--- config.mk ---
export PLATFORM = sky130hd
export DESIGN_NAME = bwad_hram
export DESIGN_NICKNAME = d
export VERILOG_FILES = /design/src/design/banked_work_ram_address_decoder_core_assert.svh /design/src/design/bwad_pkg.sv /design/src/design/bwad_hram.sv
export SDC_FILE = /design/constraint.sdc
export NUM_CORES = 1
export LEC_CHECK = 0
export BUFFER_PORTS_ARGS = -buffer_cell sky130_fd_sc_hd__buf_2
export CAP_MARGIN = 20
export CORE_AREA = 2 2 352 354
export CTS_CLUSTER_SIZE = 28
export DETAILED_ROUTE_END_ITERATION = 6
export DIE_AREA = 0 0 354 356
export GPL_TIMING_DRIVEN = 0
export PLACE_DENSITY = 0.54
export SLEW_MARGIN = 15
export SYNTH_ARGS = -nofsm -noshare
export SYNTH_HDL_FRONTEND = slang
export SYNTH_SLANG_ARGS = --single-unit
export TNS_END_PERCENT = 10
--- constraint.sdc ---
create_clock -name clk_i -period 3.1 [get_ports clk_i]
set_input_delay 0.465 -clock clk_i [delete_from_list [all_inputs] [get_ports clk_i]]
set_output_delay 0.465 -clock clk_i [all_outputs]
set_load 0.01 [all_outputs]
--- src/design/banked_work_ram_address_decoder_core_assert.svh ---
// assertion macros for the banked work ram address decoder
`ifndef BANKED_WORK_RAM_ADDRESS_DECODER_CORE_ASSERT_SVH
`define BANKED_WORK_RAM_ADDRESS_DECODER_CORE_ASSERT_SVH

// same-cycle implication, sampled on clk_i, off during reset
`define BWAD_ASSERT_NOW(label, ante, cons) \
  label: assert property (@(posedge clk_i) disable iff (!rst_ni) (ante) |-> (cons)) \
    else $error("bwad check failed");

// next-cycle implication, sampled on clk_i, off during reset
`define BWAD_ASSERT_NEXT(label, ante, cons) \
  label: assert property (@(posedge clk_i) disable iff (!rst_ni) (ante) |=> (cons)) \
    else $error("bwad check failed");

`endif

--- src/design/bwad_pkg.sv ---
// shared types, constants and power-on tables of the banked work ram address decoder
`default_nettype none

package bwad_pkg;

  localparam int unsigned WRAM_BANKS_DEF = 8;
  localparam int unsigned BANK_BYTES     = 4096;
  localparam int unsigned HIGH_BYTES     = 127;
  localparam int unsigned OFF_W          = $clog2(BANK_BYTES);
  localparam int unsigned HIDX_W         = $clog2(HIGH_BYTES);

  localparam logic [15:0] BANK_REG_ADDR  = 16'hFF70;
  localparam logic [2:0]  BANK_MASK      = 3'h7;
  localparam logic [7:0]  BANK_READ_SET  = 8'hF8;
  localparam logic [7:0]  IDLE_BYTE      = 8'hFF;
  localparam logic [15:0] WRAM_BASE      = 16'hC000;
  localparam logic [15:0] WRAM_FIXED_END = 16'hCFFF;
  localparam logic [15:0] CART_ROM_END   = 16'h7FFF;
  localparam logic [15:0] VRAM_END       = 16'h9FFF;
  localparam logic [15:0] CART_RAM_END   = 16'hBFFF;
  localparam logic [15:0] ECHO_END       = 16'hFDFF;
  localparam logic [15:0] OAM_END        = 16'hFE9F;
  localparam logic [15:0] HRAM_BASE      = 16'hFF80;
  localparam logic [15:0] HRAM_END       = 16'hFFFE;

  // register index decoded from paddr[2]
  localparam logic REG_COLOR_MODE = 1'b0;

  typedef enum logic [2:0] {
    ROUTE_INTERNAL = 3'd0,
    ROUTE_CART_ROM = 3'd1,
    ROUTE_VRAM     = 3'd2,
    ROUTE_OAM      = 3'd3,
    ROUTE_CART_RAM = 3'd4,
    ROUTE_UNMAPPED = 3'd5
  } route_e;

  // decode of one access, handed from the decoder to the top level
  typedef struct packed {
    route_e            route;
    logic              ext;
    logic              wram;
    logic              hram;
    logic              bank_wr;
    logic [2:0]        bank_next;
    logic [7:0]        direct_byte;
    logic [HIDX_W-1:0] hram_idx;
  } dec_t;

  localparam logic [7:0] HRAM_MONO [HIGH_BYTES] = '{
    8'h2B, 8'h0B, 8'h64, 8'h2F, 8'hAF, 8'h15, 8'h60, 8'h6D,
    8'h61, 8'h4E, 8'hAC, 8'h45, 8'h0F, 8'hDA, 8'h92, 8'hF3,
    8'h83, 8'h38, 8'hE4, 8'h4E, 8'hA7, 8'h6C, 8'h38, 8'h58,
    8'hBE, 8'hEA, 8'hE5, 8'h81, 8'hB4, 8'hCB, 8'hBF, 8'h7B,
    8'h59, 8'hAD, 8'h50, 8'h13, 8'h5E, 8'hF6, 8'hB3, 8'hC1,
    8'hDC, 8'hDF, 8'h9E, 8'h68, 8'hD7, 8'h59, 8'h26, 8'hF3,
    8'h62, 8'h54, 8'hF8, 8'h36, 8'hB7, 8'h78, 8'h6A, 8'h22,
    8'hA7, 8'hDD, 8'h88, 8'h15, 8'hCA, 8'h96, 8'h39, 8'hD3,
    8'hE6, 8'h55, 8'h6E, 8'hEA, 8'h90, 8'h76, 8'hB8, 8'hFF,
    8'h50, 8'hCD, 8'hB5, 8'h1B, 8'h1F, 8'hA5, 8'h4D, 8'h2E,
    8'hB4, 8'h09, 8'h47, 8'h8A, 8'hC4, 8'h5A, 8'h8C, 8'h4E,
    8'hE7, 8'h29, 8'h50, 8'h88, 8'hA8, 8'h66, 8'h85, 8'h4B,
    8'hAA, 8'h38, 8'hE7, 8'h6B, 8'h45, 8'h3E, 8'h30, 8'h37,
    8'hBA, 8'hC5, 8'h31, 8'hF2, 8'h71, 8'hB4, 8'hCF, 8'h29,
    8'hBC, 8'h7F, 8'h7E, 8'hD0, 8'hC7, 8'hC3, 8'hBD, 8'hCF,
    8'h59, 8'hEA, 8'h39, 8'h01, 8'h2E, 8'h00, 8'h69
  };

  localparam logic [7:0] HRAM_COLOR [HIGH_BYTES] = '{
    8'hCE, 8'hED, 8'h66, 8'h66, 8'hCC, 8'h0D, 8'h00, 8'h0B,
    8'h03, 8'h73, 8'h00, 8'h83, 8'h00, 8'h0C, 8'h00, 8'h0D,
    8'h00, 8'h08, 8'h11, 8'h1F, 8'h88, 8'h89, 8'h00, 8'h0E,
    8'hDC, 8'hCC, 8'h6E, 8'hE6, 8'hDD, 8'hDD, 8'hD9, 8'h99,
    8'hBB, 8'hBB, 8'h67, 8'h63, 8'h6E, 8'h0E, 8'hEC, 8'hCC,
    8'hDD, 8'hDC, 8'h99, 8'h9F, 8'hBB, 8'hB9, 8'h33, 8'h3E,
    8'h45, 8'hEC, 8'h42, 8'hFA, 8'h08, 8'hB7, 8'h07, 8'h5D,
    8'h01, 8'hF5, 8'hC0, 8'hFF, 8'h08, 8'hFC, 8'h00, 8'hE5,
    8'h0B, 8'hF8, 8'hC2, 8'hCA, 8'hF4, 8'hF9, 8'h0D, 8'h7F,
    8'h44, 8'h6D, 8'h19, 8'hFE, 8'h46, 8'h97, 8'h33, 8'h5E,
    8'h08, 8'hFF, 8'hD1, 8'hFF, 8'hC6, 8'h8B, 8'h24, 8'h74,
    8'h12, 8'hFC, 8'h00, 8'h9F, 8'h94, 8'hB7, 8'h06, 8'hD5,
    8'h40, 8'h7A, 8'h20, 8'h9E, 8'h04, 8'h5F, 8'h41, 8'h2F,
    8'h3D, 8'h77, 8'h36, 8'h75, 8'h81, 8'h8A, 8'h70, 8'h3A,
    8'h98, 8'hD1, 8'h71, 8'h02, 8'h4D, 8'h01, 8'hC1, 8'hFF,
    8'h0D, 8'h00, 8'hD3, 8'h05, 8'hF9, 8'h00, 8'h0B
  };

endpackage

`default_nettype wire

--- src/design/bwad_hram.sv ---
// high ram store with written bits over the power-on tables
`default_nettype none

module bwad_hram (
  input  logic                        clk_i,
  input  logic                        rst_ni,
  input  logic                        color_mode_i,
  input  logic                        reload_i,
  input  logic                        acc_i,
  input  logic                        we_i,
  input  logic [bwad_pkg::HIDX_W-1:0] idx_i,
  input  logic [7:0]                  wdata_i,
  output logic [7:0]                  rdata_o
);
  import bwad_pkg::*;

  logic [7:0]            mem [HIGH_BYTES];
  logic [HIGH_BYTES-1:0] vld_q;
  logic [7:0]            rd_q;
  logic                  rd_vld_q;
  logic [HIDX_W-1:0]     rd_idx_q;

  always_ff @(posedge clk_i or negedge rst_ni) begin
    if (!rst_ni) begin
      vld_q <= '0;
    end else if (reload_i) begin
      vld_q <= '0;
    end else if (acc_i && we_i) begin
      vld_q[idx_i] <= 1'b1;
    end
  end

  always_ff @(posedge clk_i) begin
    if (acc_i && we_i) begin
      mem[idx_i] <= wdata_i;
    end else if (acc_i) begin
      rd_q     <= mem[idx_i];
      rd_vld_q <= vld_q[idx_i];
      rd_idx_q <= idx_i;
    end
  end

  // unwritten entries read the power-on table of the current mode
  always_comb begin
    if (rd_vld_q) begin
      rdata_o = rd_q;
    end else if (color_mode_i) begin
      rdata_o = HRAM_COLOR[rd_idx_q];
    end else begin
      rdata_o = HRAM_MONO[rd_idx_q];
    end
  end

endmodule

`default_nettype wire

; After elaboration in Yosys (flattened, before gate mapping)
; Memories as Yosys holds them, arrays and structs flattened. A register that Yosys moved wholly into a read port is not among the register bits.
; Cells that the tools add are included.
[totals]
register_bits = 135
latch_bits = 0
ram_bits = 1016
rom_bits = 2048
out_inout_bits = 8
elab_cells = 30
mem_count = 3
[op_classes]
n_addsub = 0
mul = 0
n_div = 0
magnitude_cmp = 3
n_eq_ne = 0
n_shift = 0
muxes = 14
bitwise_logic = 3
n_reduce_logical = 4
[mem_list]
columns = name, depth, width, read_ports, rd_clocked_by_memory_dff, wr, line_no
row1 = (name not given), 128, 8, 1, 0, 0, bwad_hram.sv:50  ; rdata_o = HRAM_MONO[rd_idx_q];
row2 = (name not given), 128, 8, 1, 0, 0, bwad_hram.sv:48  ; rdata_o = HRAM_COLOR[rd_idx_q];
row3 = mem, 127, 8, 1, 1, 1, bwad_hram.sv:17  ; logic [7:0] mem [HIGH_BYTES];
[ops]
columns = operator, n
row1 = $mux W127, 2
row2 = $or A127 B127 Y127, 1
row3 = $mux W8, 6
row4 = $ge A8 B8 Y1 const B, 1
row5 = $lt A7 B8 Y1 const B, 1
row6 = $not A7 Y8, 1
row7 = $bmux W1 S7, 1
row8 = $demux W1 S7, 1
row9 = $ge A7 B1 Y1 const B, 1
row10 = $mux W1, 4
row11 = $logic_and A1 B1 Y1, 2
row12 = $reduce_and A2 Y1, 1
row13 = $reduce_bool A2 Y1, 1
row14 = $not A1 Y1, 1

; Depth between registers and ports, before layout
[depth]
ltp_word = 7
mapped_depth = 11
ltp_nobuf = 8

; Worst setup path before layout
; OpenSTA, ideal clock, no wires.
[synth_path]
path_kind = reg-to-output
start = register rd_idx_q[0]
end = output rdata_o[6]
t_arrival_ns = 2.919
required_ns = 2.635
setup_slack_ns = -0.284
path_stages_with_launch = 11
path_cell_list = edfxtp_1 -> clkbuf_1 -> clkbuf_1 -> inv_1 -> ha_1 -> and2_1 -> o31ai_1 -> a2111oi_0 -> o21ai_0 -> a2111oi_0 -> a211o_1
[synth_between]
elab_chain_cells = 6
[synth_lines]
columns = item, line_no
row1 = from (decl), bwad_hram.sv:21  ; logic [HIDX_W-1:0] rd_idx_q;
row2 = from (signal assigned), bwad_hram.sv:39  ; rd_idx_q <= idx_i;
row3 = $not A7 Y8 (implied by the code) (*), "bwad_hram.sv:48, bwad_hram.sv:50"
row4 = "$mem_v2 Z128 W8, on equally long branches", n/a
row5 = "$mux W8, on equally long branches (2 in a row)", "bwad_hram.sv:50, bwad_hram.sv:48"
row6 = $mux W8 (*), bwad_hram.sv:47  ; end else if (color_mode_i) begin
row7 = $mux W8 (*), bwad_hram.sv:45  ; if (rd_vld_q) begin
row8 = to (decl), bwad_hram.sv:13  ; output logic [7:0] rdata_o
; Mark *: on every way between the ends. The rest lies on a longest branch, timed or not. The select of a mux whose other input is x is not followed.

; Worst setup path in the final report
[layout_path]
start = register rd_idx_q[1]
end = output rdata_o[2]
; Same word-level chain as after synthesis.

==> impl_metrics.csv <==
group,metric,value,unit
yosys,syn_std_cell_area,0.04862,mm²
global_route,grt.total_usage,37.21,%
yosys,yosysUniqueCellTypes,77,
sta,maxSlewHeadroom,14.56,%
worst_setup_path,crit-reg2reg-launch,"mem[32][4]",
detailed_routing,top_layer,"met5",
sta,post-route-worst-setup-slack,-0.9688,ns
yosys,yosys-top-cells-area,"sky130_fd_sc_hd__edfxtp_1 (64%), sky130_fd_sc_hd__dfrtp_1 (6.5%), sky130_fd_sc_hd__mux4_2 (4.5%)",
floorplan,die-width,354,µm
yosys,async_reset_ff_share,10.96,%
power_and_ir_drop,ir_drop,0.4917,mV
power_and_ir_drop,switching_share,25.99,%
worst_setup_path,timing.critical_path.to,"rdata_o[2]",
global_route,antenna_violations_before_repair,17,
yosys,synth_top_area_share,63.74,%
yosys,synth_area_per_cell,15.13,µm²
detailed_routing,met1_routed_wirelength_after_detailed_routing,89850,µm
outcome,violations,"setup timing",
worst_setup_path,worst_setup_path_start_kind,"flop",
global_route,globalRoute.totalOverflow,0,
global_route,grt_pass1_vias,33254,
detailed_routing,wire_per_inst,45.61,µm
floorplan,initial_utilization,39.64,%
global_route,grt_first_pass_wirelength,311200,µm
detailed_routing,met3RoutedLength,31100,µm
floorplan,floorplan.rows,129,
detailed_routing,wl_met2,98230,µm
sta,fin_tns_setup,-50.95,ns
clocking,cts-htree-levels,3,
clocking,cts_tree,"built",
sta,finalHoldViolCount,0,
layout,finish.utilization,47.61,%
yosys,syn-instance-count,3214,
floorplan,floorplan.die_area,0.1260,mm²
power_and_ir_drop,total_power,0.03589,W
floorplan,core_area,0.1227,mm²
floorplan,floorplan.die.height,356,µm
sta,grt_setup_unrepaired,"yes",
yosys,syn-num-nets,3255,
detailed_routing,drtIter0Drc,6163,
layout,post_route_cells_drive_above_1_share,26.46,%
power_and_ir_drop,p_int,0.02656,W
power_and_ir_drop,power.leakage,19.47,nW
sta,timing.clock.skew,0.03727,ns
worst_setup_path,worst-endpoint-required,2.63,ns
sta,finalWorstPathRequiredPeriod,4.069,ns
worst_setup_path,slowest_delay,0.42,ns
power_and_ir_drop,clkPwrFrac,41.5,%
clocking,register_clock_pin_slew_on_the_reported_worst_setup_and_hold_paths,0.06,ns
worst_setup_path,crit_path_cell_trace,"buf_6, buf_8, clkinvlp_4, buf_4, buf_12, ha_4, buf_4, nor2_1, nor2_1, a211oi_1, o32ai_2, a221oi_4, a211oi_2, buf_2",
yosys,synth.top_cells.by_count,"sky130_fd_sc_hd__edfxtp_1 (1032), sky130_fd_sc_hd__nor2_1 (462), sky130_fd_sc_hd__a221oi_1 (186)",
worst_setup_path,worst_setup_path_end_kind,"output port",
layout,fillCellCount,10788,
worst_setup_path,r2r_setup_slack,-0.13,ns
placed_design,postPlaceCellArea,0.05146,mm²
worst_setup_path,critPathMaxFanout,6,
power_and_ir_drop,power_density,614.5,mW/mm²
detailed_routing,num_vias,35188,
worst_setup_path,r2r_endpoint,"rd_q[4]",
power_and_ir_drop,p_comb_share,10.9,%
worst_setup_path,worst_setup_path_startpoint,"rd_idx_q[1]",
clocking,cts_made_buffers,118,
detailed_routing,detail_route.wirelength,237000,µm
detailed_routing,ant_nets,0,
sta,setup_violations,597,
floorplan,io_count,29,
placed_design,port-buffer-count,27,
power_and_ir_drop,p_seq_share,47.6,%
sta,final-max-slew-violation-count,0,
sta,achievable-frequency,245.8,MHz
clocking,clockRootBuffer,"sky130_fd_sc_hd__clkbuf_16",
yosys,synth-edff-count,1032,
clocking,cts_sinks,1159,
clocking,cts.path.max_buffers,3,
outcome,status,"finished with violations",
detailed_routing,dr.pass1.iters,6,
worst_setup_path,timing.reg2reg.worst_path_depth,6,
yosys,postSynthRegisterBits,1159,
yosys,yosysWarningCount,0,
power_and_ir_drop,net-switching-power,0.009328,W
job,max_cap_violations,0,
clocking,insertion_delay,0.74,ns
placed_design,detailedPlacementHpwl,158100,µm
detailed_routing,post_drt_via_cell_ratio,6.771,
worst_setup_path,worst-setup-path-type,"flop to output port",
layout,area_delta_synth_final,20.11,%
detailed_routing,drc,0,
yosys,sequential_cell_area_fraction_in_the_yosys_report,70.27,%
yosys,synth.most_common_cell,"sky130_fd_sc_hd__edfxtp_1",
yosys,synth_area_leader_cell,"sky130_fd_sc_hd__edfxtp_1",
min_path,hold_class,"input port to flop",
global_route,grt_start_max_net_pins,88,
worst_setup_path,worst-endpoint-arrival,3.60,ns
layout,number_of_nets_at_the_end_of_the_flow,3488,
placed_design,preCtsSetupSlack,-2.592,ns
layout,final_area,0.05840,mm²
worst_setup_path,cp_slowest_cell,"sky130_fd_sc_hd__a221oi_4",
yosys,ys.flop_type,"sky130_fd_sc_hd__edfxtp_1",
sta,post-route-period-util,131.3,%
sta,max_slew.worst_pin.slew,1.277,ns
placed_design,gp_congestion,1.043,
through the flow:
step / hold slack (ns) / cells
final: 0.02092 / 5197
after global routing: 0.02041 / 5192
after CTS: 0.008592 / 5173
after detailed placement: 0.4529 / 4910
after global placement: 0.4725 / 4878
after floorplan: 0.1694 / 3214
power groups by stage:
stage / Clock [W] / Combinational, W / Sequential, W
final: 0.0149 / 0.00392 / 0.0171
after global placement: 0 / 0.00323 / 0.0174
after floorplan: 0 / 0.00137 / 0.0174
after global routing: 0.0154 / 0.00388 / 0.0171
after detailed placement: 0 / 0.00327 / 0.0174
after CTS: 0.0148 / 0.00362 / 0.0171
worst min path at each step:
stage / endpoint / cells past startpoint / startpoint / slack, ns
after floorplan: vld_q[0] / 0 / rst_ni / 0.17
after global placement: vld_q[104] / 2 / vld_q[104] / 0.47
after detailed placement: vld_q[36] / 1 / rst_ni / 0.45
after CTS: rd_idx_q[0] / 1 / idx_i[0] / 0.009
after global routing: rd_idx_q[0] / 1 / idx_i[0] / 0.02
final: rd_idx_q[0] / 1 / idx_i[0] / 0.02
worst max-delay path, delay by kind of cell (launching register included):
family | cells | cell delay (ns)
simple gates | 2 | 0.34
flops | 1 | 0.34
buf+inv | 7 | 0.94
compound gates | 4 | 1.03
fa+ha+maj | 1 | 0.20
area by class of cell:
type	instances	area (µm²)	share of cell area, %
antenna	7	17.52	0.02999
buffer	244	2232	3.822
clock buffer	154	3248	5.562
clock inverter	72	780.7	1.337
inverter	18	101.3	0.1735
multi-input combinational	1786	14520	24.87
sequential	1159	34170	58.51
tap	1637	2048	3.507
timing repair buffer	120	1280	2.192
sequential cells by signal, summed over array words and instances, names as in the netlist:
name      flops
vld_q       127
rd_vld_q      1
rd_q          8
rd_idx_q      7
mem        1016
layer usage:
metal / global-route usage, % / up-vias
met1: 49.60 / 18324
met3: 12.26 / 716
met4: 21.16 / 15
met5: 0 / -
li1: - / 13325
met2: 53.40 / 2808
cells in the final DEF (no fill, tap or decap), drive strengths merged, types with 8 or more instances in the layout:
cell      count
edfxtp     1032
nor2        463
clkbuf      261
buf         252
a221oi      187
nand2       130
dfrtp       127
mux2i       114
mux4         98
mux2         84
o21ai        74
a22oi        69
a21oi        69
o22ai        63
clkinv       53
nand3        37
nand2b       34
o221ai       28
a31oi        27
nor2b        25
a211oi       21
ha           20
nor3         17
inv          17
o2111ai      16
o311ai       15
o211ai       14
o22a         13
a311oi       13
bufinv       12
a221o        11
a22o         11
a211o        10
or2          10
and2          9
clkinvlp      8
o21ba         8
a2111oi       8
cells by family (layout without fill, tap and decap cells):
logic type	Yosys count	after routing	share of synthesized area (%)
AO/OA/AOI/OAI	710	710	11.04
adder cells (fa/ha/maj)	20	20	0.5147
AND/OR/NAND/NOR	758	758	6.629
other	0	7	0
multiplexers	296	296	8.832
XOR/XNOR	2	2	0.03603
flip-flops	1159	1159	70.27
buffers and inverters	269	608	2.674
timing repair:
| action | 4_1_cts | 5_1_grt |
|---|---|---|
| buffers inserted | 41 | 15 |
| hold buffers | 2 | 0 |
| pin swaps | 39 | 16 |
| endpoints found under the setup margin | 1160 | 606 |
| hold endpoints to repair | 63 | 0 |
| resized for setup | 551 | 163 |
Note: power is estimated with default switching activity, not from simulation.
