**config.mk**
```make
export PLATFORM = sky130hd
export DESIGN_NAME = bwad_decode
export DESIGN_NICKNAME = d
export VERILOG_FILES = /design/src/design/banked_work_ram_address_decoder_core_assert.svh /design/src/design/bwad_pkg.sv /design/src/design/bwad_decode.sv
export SDC_FILE = /design/constraint.sdc
export NUM_CORES = 1
export LEC_CHECK = 0
export BUFFER_PORTS_ARGS = -buffer_cell sky130_fd_sc_hd__buf_2
export CAP_MARGIN = 30
export CORE_ASPECT_RATIO = 0.9
export CORE_MARGIN = 2
export CORE_UTILIZATION = 26
export DETAILED_ROUTE_END_ITERATION = 16
export MAX_ROUTING_LAYER = met4
export PLACE_DENSITY = 0.81
export SYNTH_ARGS = -nofsm -noshare
export SYNTH_HDL_FRONTEND = slang
export SYNTH_SLANG_ARGS = --single-unit
```
**constraint.sdc**
```tcl
create_clock -name vclk -period 0.95
set_input_delay 0.095 -clock vclk [all_inputs]
set_output_delay 0.095 -clock vclk [all_outputs]
set_load 0.005 [all_outputs]
```
**src/design/banked_work_ram_address_decoder_core_assert.svh**
```systemverilog
// assertion macros for the banked work ram address decoder
`ifndef BANKED_WORK_RAM_ADDRESS_DECODER_CORE_ASSERT_SVH
`define BANKED_WORK_RAM_ADDRESS_DECODER_CORE_ASSERT_SVH

// same-cycle implication, sampled on clk_i, off during reset
`define BWAD_ASSERT_NOW(label, ante, cons) \
  label: assert property (@(posedge clk_i) disable iff (!rst_ni) (ante) |-> (cons)) \
    else $error("bwad check failed");

// next-cycle implication, sampled on clk_i, off during reset
`define BWAD_ASSERT_NEXT(label, ante, cons) \
  label: assert property (@(posedge clk_i) disable iff (!rst_ni) (ante) |=> (cons)) \
    else $error("bwad check failed");

`endif

```
**src/design/bwad_pkg.sv**
```systemverilog
// shared types, constants and power-on tables of the banked work ram address decoder
`default_nettype none

package bwad_pkg;

  localparam int unsigned WRAM_BANKS_DEF = 8;
  localparam int unsigned BANK_BYTES     = 4096;
  localparam int unsigned HIGH_BYTES     = 127;
  localparam int unsigned OFF_W          = $clog2(BANK_BYTES);
  localparam int unsigned HIDX_W         = $clog2(HIGH_BYTES);

  localparam logic [15:0] BANK_REG_ADDR  = 16'hFF70;
  localparam logic [2:0]  BANK_MASK      = 3'h7;
  localparam logic [7:0]  BANK_READ_SET  = 8'hF8;
  localparam logic [7:0]  IDLE_BYTE      = 8'hFF;
  localparam logic [15:0] WRAM_BASE      = 16'hC000;
  localparam logic [15:0] WRAM_FIXED_END = 16'hCFFF;
  localparam logic [15:0] CART_ROM_END   = 16'h7FFF;
  localparam logic [15:0] VRAM_END       = 16'h9FFF;
  localparam logic [15:0] CART_RAM_END   = 16'hBFFF;
  localparam logic [15:0] ECHO_END       = 16'hFDFF;
  localparam logic [15:0] OAM_END        = 16'hFE9F;
  localparam logic [15:0] HRAM_BASE      = 16'hFF80;
  localparam logic [15:0] HRAM_END       = 16'hFFFE;

  // register index decoded from paddr[2]
  localparam logic REG_COLOR_MODE = 1'b0;

  typedef enum logic [2:0] {
    ROUTE_INTERNAL = 3'd0,
    ROUTE_CART_ROM = 3'd1,
    ROUTE_VRAM     = 3'd2,
    ROUTE_OAM      = 3'd3,
    ROUTE_CART_RAM = 3'd4,
    ROUTE_UNMAPPED = 3'd5
  } route_e;

  // decode of one access, handed from the decoder to the top level
  typedef struct packed {
    route_e            route;
    logic              ext;
    logic              wram;
    logic              hram;
    logic              bank_wr;
    logic [2:0]        bank_next;
    logic [7:0]        direct_byte;
    logic [HIDX_W-1:0] hram_idx;
  } dec_t;

  localparam logic [7:0] HRAM_MONO [HIGH_BYTES] = '{
    8'h2B, 8'h0B, 8'h64, 8'h2F, 8'hAF, 8'h15, 8'h60, 8'h6D,
    8'h61, 8'h4E, 8'hAC, 8'h45, 8'h0F, 8'hDA, 8'h92, 8'hF3,
    8'h83, 8'h38, 8'hE4, 8'h4E, 8'hA7, 8'h6C, 8'h38, 8'h58,
    8'hBE, 8'hEA, 8'hE5, 8'h81, 8'hB4, 8'hCB, 8'hBF, 8'h7B,
    8'h59, 8'hAD, 8'h50, 8'h13, 8'h5E, 8'hF6, 8'hB3, 8'hC1,
    8'hDC, 8'hDF, 8'h9E, 8'h68, 8'hD7, 8'h59, 8'h26, 8'hF3,
    8'h62, 8'h54, 8'hF8, 8'h36, 8'hB7, 8'h78, 8'h6A, 8'h22,
    8'hA7, 8'hDD, 8'h88, 8'h15, 8'hCA, 8'h96, 8'h39, 8'hD3,
    8'hE6, 8'h55, 8'h6E, 8'hEA, 8'h90, 8'h76, 8'hB8, 8'hFF,
    8'h50, 8'hCD, 8'hB5, 8'h1B, 8'h1F, 8'hA5, 8'h4D, 8'h2E,
    8'hB4, 8'h09, 8'h47, 8'h8A, 8'hC4, 8'h5A, 8'h8C, 8'h4E,
    8'hE7, 8'h29, 8'h50, 8'h88, 8'hA8, 8'h66, 8'h85, 8'h4B,
    8'hAA, 8'h38, 8'hE7, 8'h6B, 8'h45, 8'h3E, 8'h30, 8'h37,
    8'hBA, 8'hC5, 8'h31, 8'hF2, 8'h71, 8'hB4, 8'hCF, 8'h29,
    8'hBC, 8'h7F, 8'h7E, 8'hD0, 8'hC7, 8'hC3, 8'hBD, 8'hCF,
    8'h59, 8'hEA, 8'h39, 8'h01, 8'h2E, 8'h00, 8'h69
  };

  localparam logic [7:0] HRAM_COLOR [HIGH_BYTES] = '{
    8'hCE, 8'hED, 8'h66, 8'h66, 8'hCC, 8'h0D, 8'h00, 8'h0B,
    8'h03, 8'h73, 8'h00, 8'h83, 8'h00, 8'h0C, 8'h00, 8'h0D,
    8'h00, 8'h08, 8'h11, 8'h1F, 8'h88, 8'h89, 8'h00, 8'h0E,
    8'hDC, 8'hCC, 8'h6E, 8'hE6, 8'hDD, 8'hDD, 8'hD9, 8'h99,
    8'hBB, 8'hBB, 8'h67, 8'h63, 8'h6E, 8'h0E, 8'hEC, 8'hCC,
    8'hDD, 8'hDC, 8'h99, 8'h9F, 8'hBB, 8'hB9, 8'h33, 8'h3E,
    8'h45, 8'hEC, 8'h42, 8'hFA, 8'h08, 8'hB7, 8'h07, 8'h5D,
    8'h01, 8'hF5, 8'hC0, 8'hFF, 8'h08, 8'hFC, 8'h00, 8'hE5,
    8'h0B, 8'hF8, 8'hC2, 8'hCA, 8'hF4, 8'hF9, 8'h0D, 8'h7F,
    8'h44, 8'h6D, 8'h19, 8'hFE, 8'h46, 8'h97, 8'h33, 8'h5E,
    8'h08, 8'hFF, 8'hD1, 8'hFF, 8'hC6, 8'h8B, 8'h24, 8'h74,
    8'h12, 8'hFC, 8'h00, 8'h9F, 8'h94, 8'hB7, 8'h06, 8'hD5,
    8'h40, 8'h7A, 8'h20, 8'h9E, 8'h04, 8'h5F, 8'h41, 8'h2F,
    8'h3D, 8'h77, 8'h36, 8'h75, 8'h81, 8'h8A, 8'h70, 8'h3A,
    8'h98, 8'hD1, 8'h71, 8'h02, 8'h4D, 8'h01, 8'hC1, 8'hFF,
    8'h0D, 8'h00, 8'hD3, 8'h05, 8'hF9, 8'h00, 8'h0B
  };

endpackage

`default_nettype wire

```
**src/design/bwad_decode.sv**
```systemverilog
// address decode, echo fold and work ram bank mapping of one access
`default_nettype none

module bwad_decode #(
  parameter int unsigned WramBanks = bwad_pkg::WRAM_BANKS_DEF,
  parameter int unsigned WramAw    = 15
) (
  input  logic              cmd_i,
  input  logic [15:0]       addr_i,
  input  logic [7:0]        wdata_i,
  input  logic              color_mode_i,
  input  logic [2:0]        bank_i,
  output bwad_pkg::dec_t    dec_o,
  output logic [WramAw-1:0] wram_idx_o
);
  import bwad_pkg::*;

  localparam int unsigned BankW = WramAw - OFF_W;

  logic [3:0] bank_num;

  // bank for d000-dfff: wrap beyond the bank count, zero becomes one
  always_comb begin
    bank_num = {1'b0, (color_mode_i ? bank_i : 3'd1)};
    for (int k = 0; k < 3; k++) begin
      if (bank_num >= 4'(WramBanks)) begin
        bank_num = bank_num - 4'(WramBanks);
      end
    end
    if (bank_num == 4'd0) begin
      bank_num = 4'd1;
    end
  end

  // echo space keeps the low 13 bits, so bit 12 picks fixed or switched bank
  assign wram_idx_o = addr_i[OFF_W] ? {bank_num[BankW-1:0], addr_i[OFF_W-1:0]}
                                    : {BankW'(0), addr_i[OFF_W-1:0]};

  always_comb begin
    dec_o             = '0;
    dec_o.route       = ROUTE_INTERNAL;
    dec_o.direct_byte = IDLE_BYTE;
    dec_o.hram_idx    = addr_i[HIDX_W-1:0];
    dec_o.bank_next   = ((wdata_i[2:0] & BANK_MASK) == 3'd0) ? 3'd1 : (wdata_i[2:0] & BANK_MASK);
    if (addr_i <= CART_ROM_END) begin
      dec_o.route = ROUTE_CART_ROM;
      dec_o.ext   = 1'b1;
    end else if (addr_i <= VRAM_END) begin
      dec_o.route = ROUTE_VRAM;
      dec_o.ext   = 1'b1;
    end else if (addr_i <= CART_RAM_END) begin
      dec_o.route = ROUTE_CART_RAM;
      dec_o.ext   = 1'b1;
    end else if (addr_i <= ECHO_END) begin
      dec_o.wram  = (addr_i >= WRAM_BASE);
    end else if (addr_i <= OAM_END) begin
      dec_o.route = ROUTE_OAM;
      dec_o.ext   = 1'b1;
    end else if (addr_i >= HRAM_BASE && addr_i <= HRAM_END) begin
      dec_o.hram  = 1'b1;
    end else if (addr_i == BANK_REG_ADDR) begin
      dec_o.bank_wr = cmd_i && color_mode_i;
      if (!cmd_i && color_mode_i) begin
        dec_o.direct_byte = BANK_READ_SET | {5'd0, (bank_i & BANK_MASK)};
      end
    end else begin
      dec_o.route = ROUTE_UNMAPPED;
    end
  end

endmodule

`default_nettype wire

```
# Word level (Yosys, flattened, before mapping)
# Index checks and enable logic that the tools add are counted.
[classes]
n_lt_le_gt_ge = 8
n_eq_ne = 1
mux = 29
n_reduce_logical = 6
[op_table]
columns = ["op", "count"]
rows = [
  ["$le 16x16->1 const B", 5],
  ["$mux 8", 7],
  ["$ge 16x16->1 const B", 2],
  ["$mux 3", 10],
  ["$eq 16x16->1 const B", 1],
  ["$le 16x15->1 const B", 1],
  ["$mux 4", 4],
  ["$mux 15", 1],
  ["$logic_not 3->1", 2],
  ["$mux 1", 5],
  ["$mux 2", 2],
  ["$logic_and 1x1->1", 3],
  ["$logic_not 1->1", 1],
]
[word_totals]
ff_bits = 0
inputBits = 29
out_inout_bits = 40
word_cells = 44

# Longest topological paths before layout
# Gate-level depths: netlist of run 1.
[depth]
ltp_word = 10
depth_mapped = 4
mapped_depth_nobuf = 4

# Worst setup path before layout of run 1
# Ideal clock, no wire load.
[synth_timing]
path_type = "input to output"
startpoint = "input port addr_i[3]"
endpoint = "output port dec_o[8] (netlist bit)"
arrival_time_ps = 976
required_ps = 855
path_slack_ps = -121
stages = 4
path_buffers = 0
cell_sequence = "nor4_1 > and4bb_1 > nand3_2 > or3_1"
[synth_rtl]
columns = ["element", "line", "rtl"]
rows = [
  ["start: declaration", "bwad_decode.sv:9", "input logic [15:0] addr_i,"],
  ["end: declaration", "bwad_decode.sv:13", "output bwad_pkg::dec_t dec_o,"],
]

==> impl_results.md, run 1 <==
* Worst hold margin at 0.372 ns
* First-pass GRT wire length at 2140 um
* Crit-path max FO at 3
* Hold buffers post-CTS at 0
* Antenna Nets Post-Route at 0
* Tcrit/Tclk final at 140%
* Routability cong. at 0.811
* Die height at 41.5 um
* Initial drt markers at 4
* WS Path Type: input pin to output port
* Setup-failing EPs final at 8
* VDD IR-drop max at 0.197 mV
* First-pass DRT Iterations at 4
* Tmin final at 1.33 ns
* NetSw at 0.117 mW
* RSZ-0062 raised after global routing: true
* Diodes inserted at 0
* Die width at 45.7 um
* Power Total at 0.274 mW
* Pwr dens at 361 nW/um2
* Syn_area_per_cell at 6.35 um2
* Layout cells sized above 1 at 70.6%
* Final Max Tran Viols at 0
* Num ports at 69
* Clock buffers at 0
* Outcome: complete, but fails checks
* Layout area overhead at 86.2%
* Crit end category: output port
* Vias per cell at 4.39
* WP data arrival at 1.23 ns
* Pin count of the biggest net entering global routing at 7
* IO buf count at 59
* Max-Cap Viols at 0
* Pleak at 0.439 nW
* Rows at 13
* Clock power frac at 0%
* Multi-input logic area at 260 um2
* Core area at 1450 um2
* Worst Path Required at 0.85 ns
* Via count at 588
* Grt total ovfl at 0
* DRC Markers at 0
* Total Routed Length at 1320 um
* Die area at 1900 um2
* Wire per inst at 9.84 um
* Failing checks: negative setup slack
* Seq/Total Area, Yosys at 0%
* Ys Warns at 0
* Achievable Freq at 754 MHz
* Critical Path Start: addr_i[1]
* Fin. Hold Viols at 0
* Worst min path class: input pin to output port
* Fillers at 144
* Post-synthesis cell type count at 23
* Syn Inst Count at 64
* Final HPWL DP at 1170 um
* Starting density of the core at 28.1%
* Overall global routing resource usage at 14.6%
* Pint at 0.157 mW
* Nets@finish at 150
* Worst hold start: wdata_i[1]
* Sequential cells at 0
* Crit start category: input pin
* Setup TNS at -1.90 ns
* Number of global-route vias before repair at 535
* Switching Share at 42.6%
* Slack of the critical path at -0.377 ns
* Gate power share at 100.0%
* Post-Syn Area at 407 um2
* Initial antenna violation count at 0
* Register area at 0 um2
* Sequential power share at 0%
## cells in the final DEF, fill, tap and decap left out, drive strengths merged
master,instances
conb,5
nor2,9
a31oi,1
nand2,3
nand3b,1
and4bb,1
o21bai,1
or3,2
nand2b,1
o32ai,1
nor4,1
nor3,1
nand4,2
nand3,5
buf,77
o211ai,1
inv,3
o21a,2
and3,2
## routing by layer
layer | track usage, % | part of all wire [%] | vias to the layer above
met5 | - | 0 | -
met4 | 0 | 0 | 0
met3 | 0 | 9.6 | 0
met2 | 30.7 | 58 | 39
met1 | 14.8 | 33 | 251
li1 | - | - | 298
## cell usage after synthesis (all sizes together)
master | n | area, um2
and4bb | 1 | 12.5
a31oi | 1 | 6.26
o32ai | 1 | 8.76
o211ai | 1 | 7.51
buf | 24 | 180
or3 | 2 | 12.5
nor4 | 1 | 6.26
o21a | 2 | 15.0
conb | 1 | 3.75
o21bai | 1 | 7.51
inv | 3 | 11.3
nand4 | 2 | 18.8
nand3b | 1 | 7.51
nand2b | 1 | 6.26
and3 | 2 | 12.5
nor3 | 1 | 5.00
nand2 | 3 | 11.3
nor2 | 9 | 36.3
nand3 | 5 | 30.0
clkbuf | 2 | 7.51
## power by group through the flow
stage               Sequential (mW)  Combinational [mW]  Clock [mW]
finish                            0               0.274           0
global placement                  0               0.225           0
global route                      0               0.300           0
detailed placement                0               0.231           0
floorplan                         0               0.128           0
CTS                               0               0.255           0
## worst paths after layout
| check | endpoint | cells past startpoint |
|---|---|---|
| min | dec_o[16] | 2 |
| max | dec_o[9] | 6 |
## per-stage QoR
stage / std cells / util, % / setup WS, ns / instance area (um2)
floorplan: 68 / - / -0.115 / 422
global placement: 129 / 44.6 / -0.448 / 646
detailed placement: 129 / 44.6 / -0.429 / 646
CTS: 132 / 49.1 / -0.396 / 711
global route: 134 / 52.3 / -0.452 / 757
finish: 134 / 52.3 / -0.377 / 757
## critical path, cell delays in order
cell,delay [ns]
buf_8,0.10
nor4_4,0.24
and4bb_1,0.27
nand3_2,0.09
or3_1,0.31
buf_2,0.13
## repair_timing
item                                    4_1_cts  5_1_grt
endpoints found under the setup margin        9       10
gates resized for setup                       8        6
setup buffers                                 3        2
cloned                                        0        0
pin swaps                                     9        5
## layout make-up
cell class	count	area share (%)
Inverter	3	1.49
Multi-Input combinational cell	39	34.4
Tap cell	15	2.48
Timing Repair Buffer	77	61.7
## cell families after synthesis
kind of cell / synth area share, %
buffers and inverters: 48.9
AOI/OAI and AO/OA: 11.1
other: 0.922
and+or+nand+nor: 39.1
Note: power is estimated with default switching activity, not from simulation.
==> inputs of run 2 (changes only) <==
TNS_END_PERCENT = 5   (was unset)
==> run 2 against run 1 <==
  * First-iteration DRC count is 75% lower
  * Combinational power is 11% lower
  * Non-clock buffer count is 5 lower
  * The run still ends with negative setup slack left
  * Die area unchanged
  * Largest power group unchanged
  * Critical path depth unchanged
==> impl_results.md, run 2 (same netlist as run 1, synthesis figures left out) <==
* Sequential power share at 0%
* Final Util at 47.1%
* Outcome: complete, but fails checks
* Via count at 569
* Setup-failing EPs final at 9
* Register area at 0 um2
* Worst Path Required at 0.85 ns
* Achievable Freq at 757 MHz
* Post-DP Area at 646 um2
* Diodes inserted at 0
* Crit start category: input pin
* Worst min path class: input pin to output port
* Crit end category: output port
* Number of global-route vias before repair at 491
* First-pass DRT Iterations at 3
* Antenna Nets Post-Route at 0
* Pin count of the biggest net entering global routing at 7
* Grt total ovfl at 0
* Sequential cells at 0
* Final Non-Filler Cells at 129
* Failing checks: negative setup slack
* Pleak at 0.405 nW
* Num ports at 69
* Routability cong. at 0.811
* WS Path Type: input pin to output port
* Most common cell after layout, fill and taps aside: buf_2
* Worst hold start: wdata_i[1]
* Die height at 41.5 um
* Wire per inst at 9.74 um
* Crit-path max FO at 3
* Clock buffers at 0
* Worst Hold Depth at 2
* Final Max Tran Viols at 0
* Die width at 45.7 um
* Gate power share at 100.0%
* NetSw at 0.109 mW
* Slack of the critical path at -0.372 ns
* Vias per cell at 4.41
* Worst hold endpoint: dec_o[16]
* Rows at 13
* Layout area overhead at 67.7%
* Tmin final at 1.32 ns
* Hold buffers post-CTS at 0
* Final HPWL DP at 1170 um
* Initial antenna violation count at 0
* Nets@finish at 145
* Core area at 1450 um2
* IO buf count at 59
* Overall global routing resource usage at 13.3%
* Initial drt markers at 1
* Pint at 0.136 mW
* CP cell instances: buf_8 > nor4_4 > and4bb_1 > nand3_2 > or3_1 > buf_2
* Placed cell count at 129
* WP data arrival at 1.23 ns
* Total Routed Length at 1260 um
* Max-Cap Viols at 0
* Starting density of the core at 28.1%
* DRC Markers at 0
* Power Total at 0.244 mW
* Pwr dens at 358 nW/um2
* Fin. Hold Viols at 0
* First-pass GRT wire length at 1970 um
* VDD IR-drop max at 0.175 mV
* Clock power frac at 0%
* Setup Fix Bufs, Post-CTS at 0
* Switching Share at 44.4%
* Post-route cell area at 682 um2
* Slowest-stage cell, CP: or3_1
* Max incr delay on CP at 0.31 ns
* Most frequent cells in the layout: buf_2 (57), buf_4 (13), nor2_1 (6)
* Setup TNS at -1.80 ns
* Die area at 1900 um2
* Tcrit/Tclk final at 139%
* RSZ-0062 raised after global routing: true
* Layout cells sized above 1 at 68.4%
-- run 2: cell type report --
class              instances  area (um2)
fillers                  154         766
inverters                  3        11.3
repair buffers            72         409
well taps                 15        18.8
multi-input cells         39         243
-- run 2: how the worst max path moves through the flow --
stage,depth (start not counted),startpoint,endpoint
3_3_place_gp,6,addr_i[3],dec_o[9]
5_1_grt,6,addr_i[1],dec_o[9]
4_1_cts,6,addr_i[1],dec_o[8]
3_5_place_dp,6,addr_i[3],dec_o[8]
6_report,6,addr_i[1],dec_o[9]
2_1_floorplan,4,addr_i[3],dec_o[8]
-- run 2: through the flow --
step	setup slack, ns	hold slack (ns)
floorplan	-0.115	0.231
global placement	-0.448	0.372
detailed placement	-0.429	0.373
CTS	-0.396	0.373
global route	-0.452	0.390
finish	-0.372	0.372
-- run 2: layer usage --
| layer | wire, um | track usage, % | up-vias |
|---|---|---|---|
| met2 | 696 | 27.3 | 37 |
| met3 | 120 | 0 | 0 |
| met1 | 440 | 14.3 | 245 |
| met4 | 0 | 0 | 0 |
| li1 | - | - | 287 |
| met5 | 0 | - | - |
-- run 2: power by group through the flow --
stage                     Sequential [mW]  Clock [mW]  Combinational, mW
after floorplan                         0           0              0.128
after global placement                  0           0              0.225
after detailed placement                0           0              0.231
after CTS                               0           0              0.238
after global routing                    0           0              0.270
final                                   0           0              0.244
-- run 2: timing repair --
action	in CTS	in global routing
gates cloned	0	0
pin swaps	4	1
hold endpoints to repair	0	0
setup endpoints to repair	9	10
gates resized for setup	3	4
-- run 2: critical path: cells and delay by family --
kind / cells / cell delay [ns]
buffers and inverters: 2 / 0.23
and+or+nand+nor: 4 / 0.90
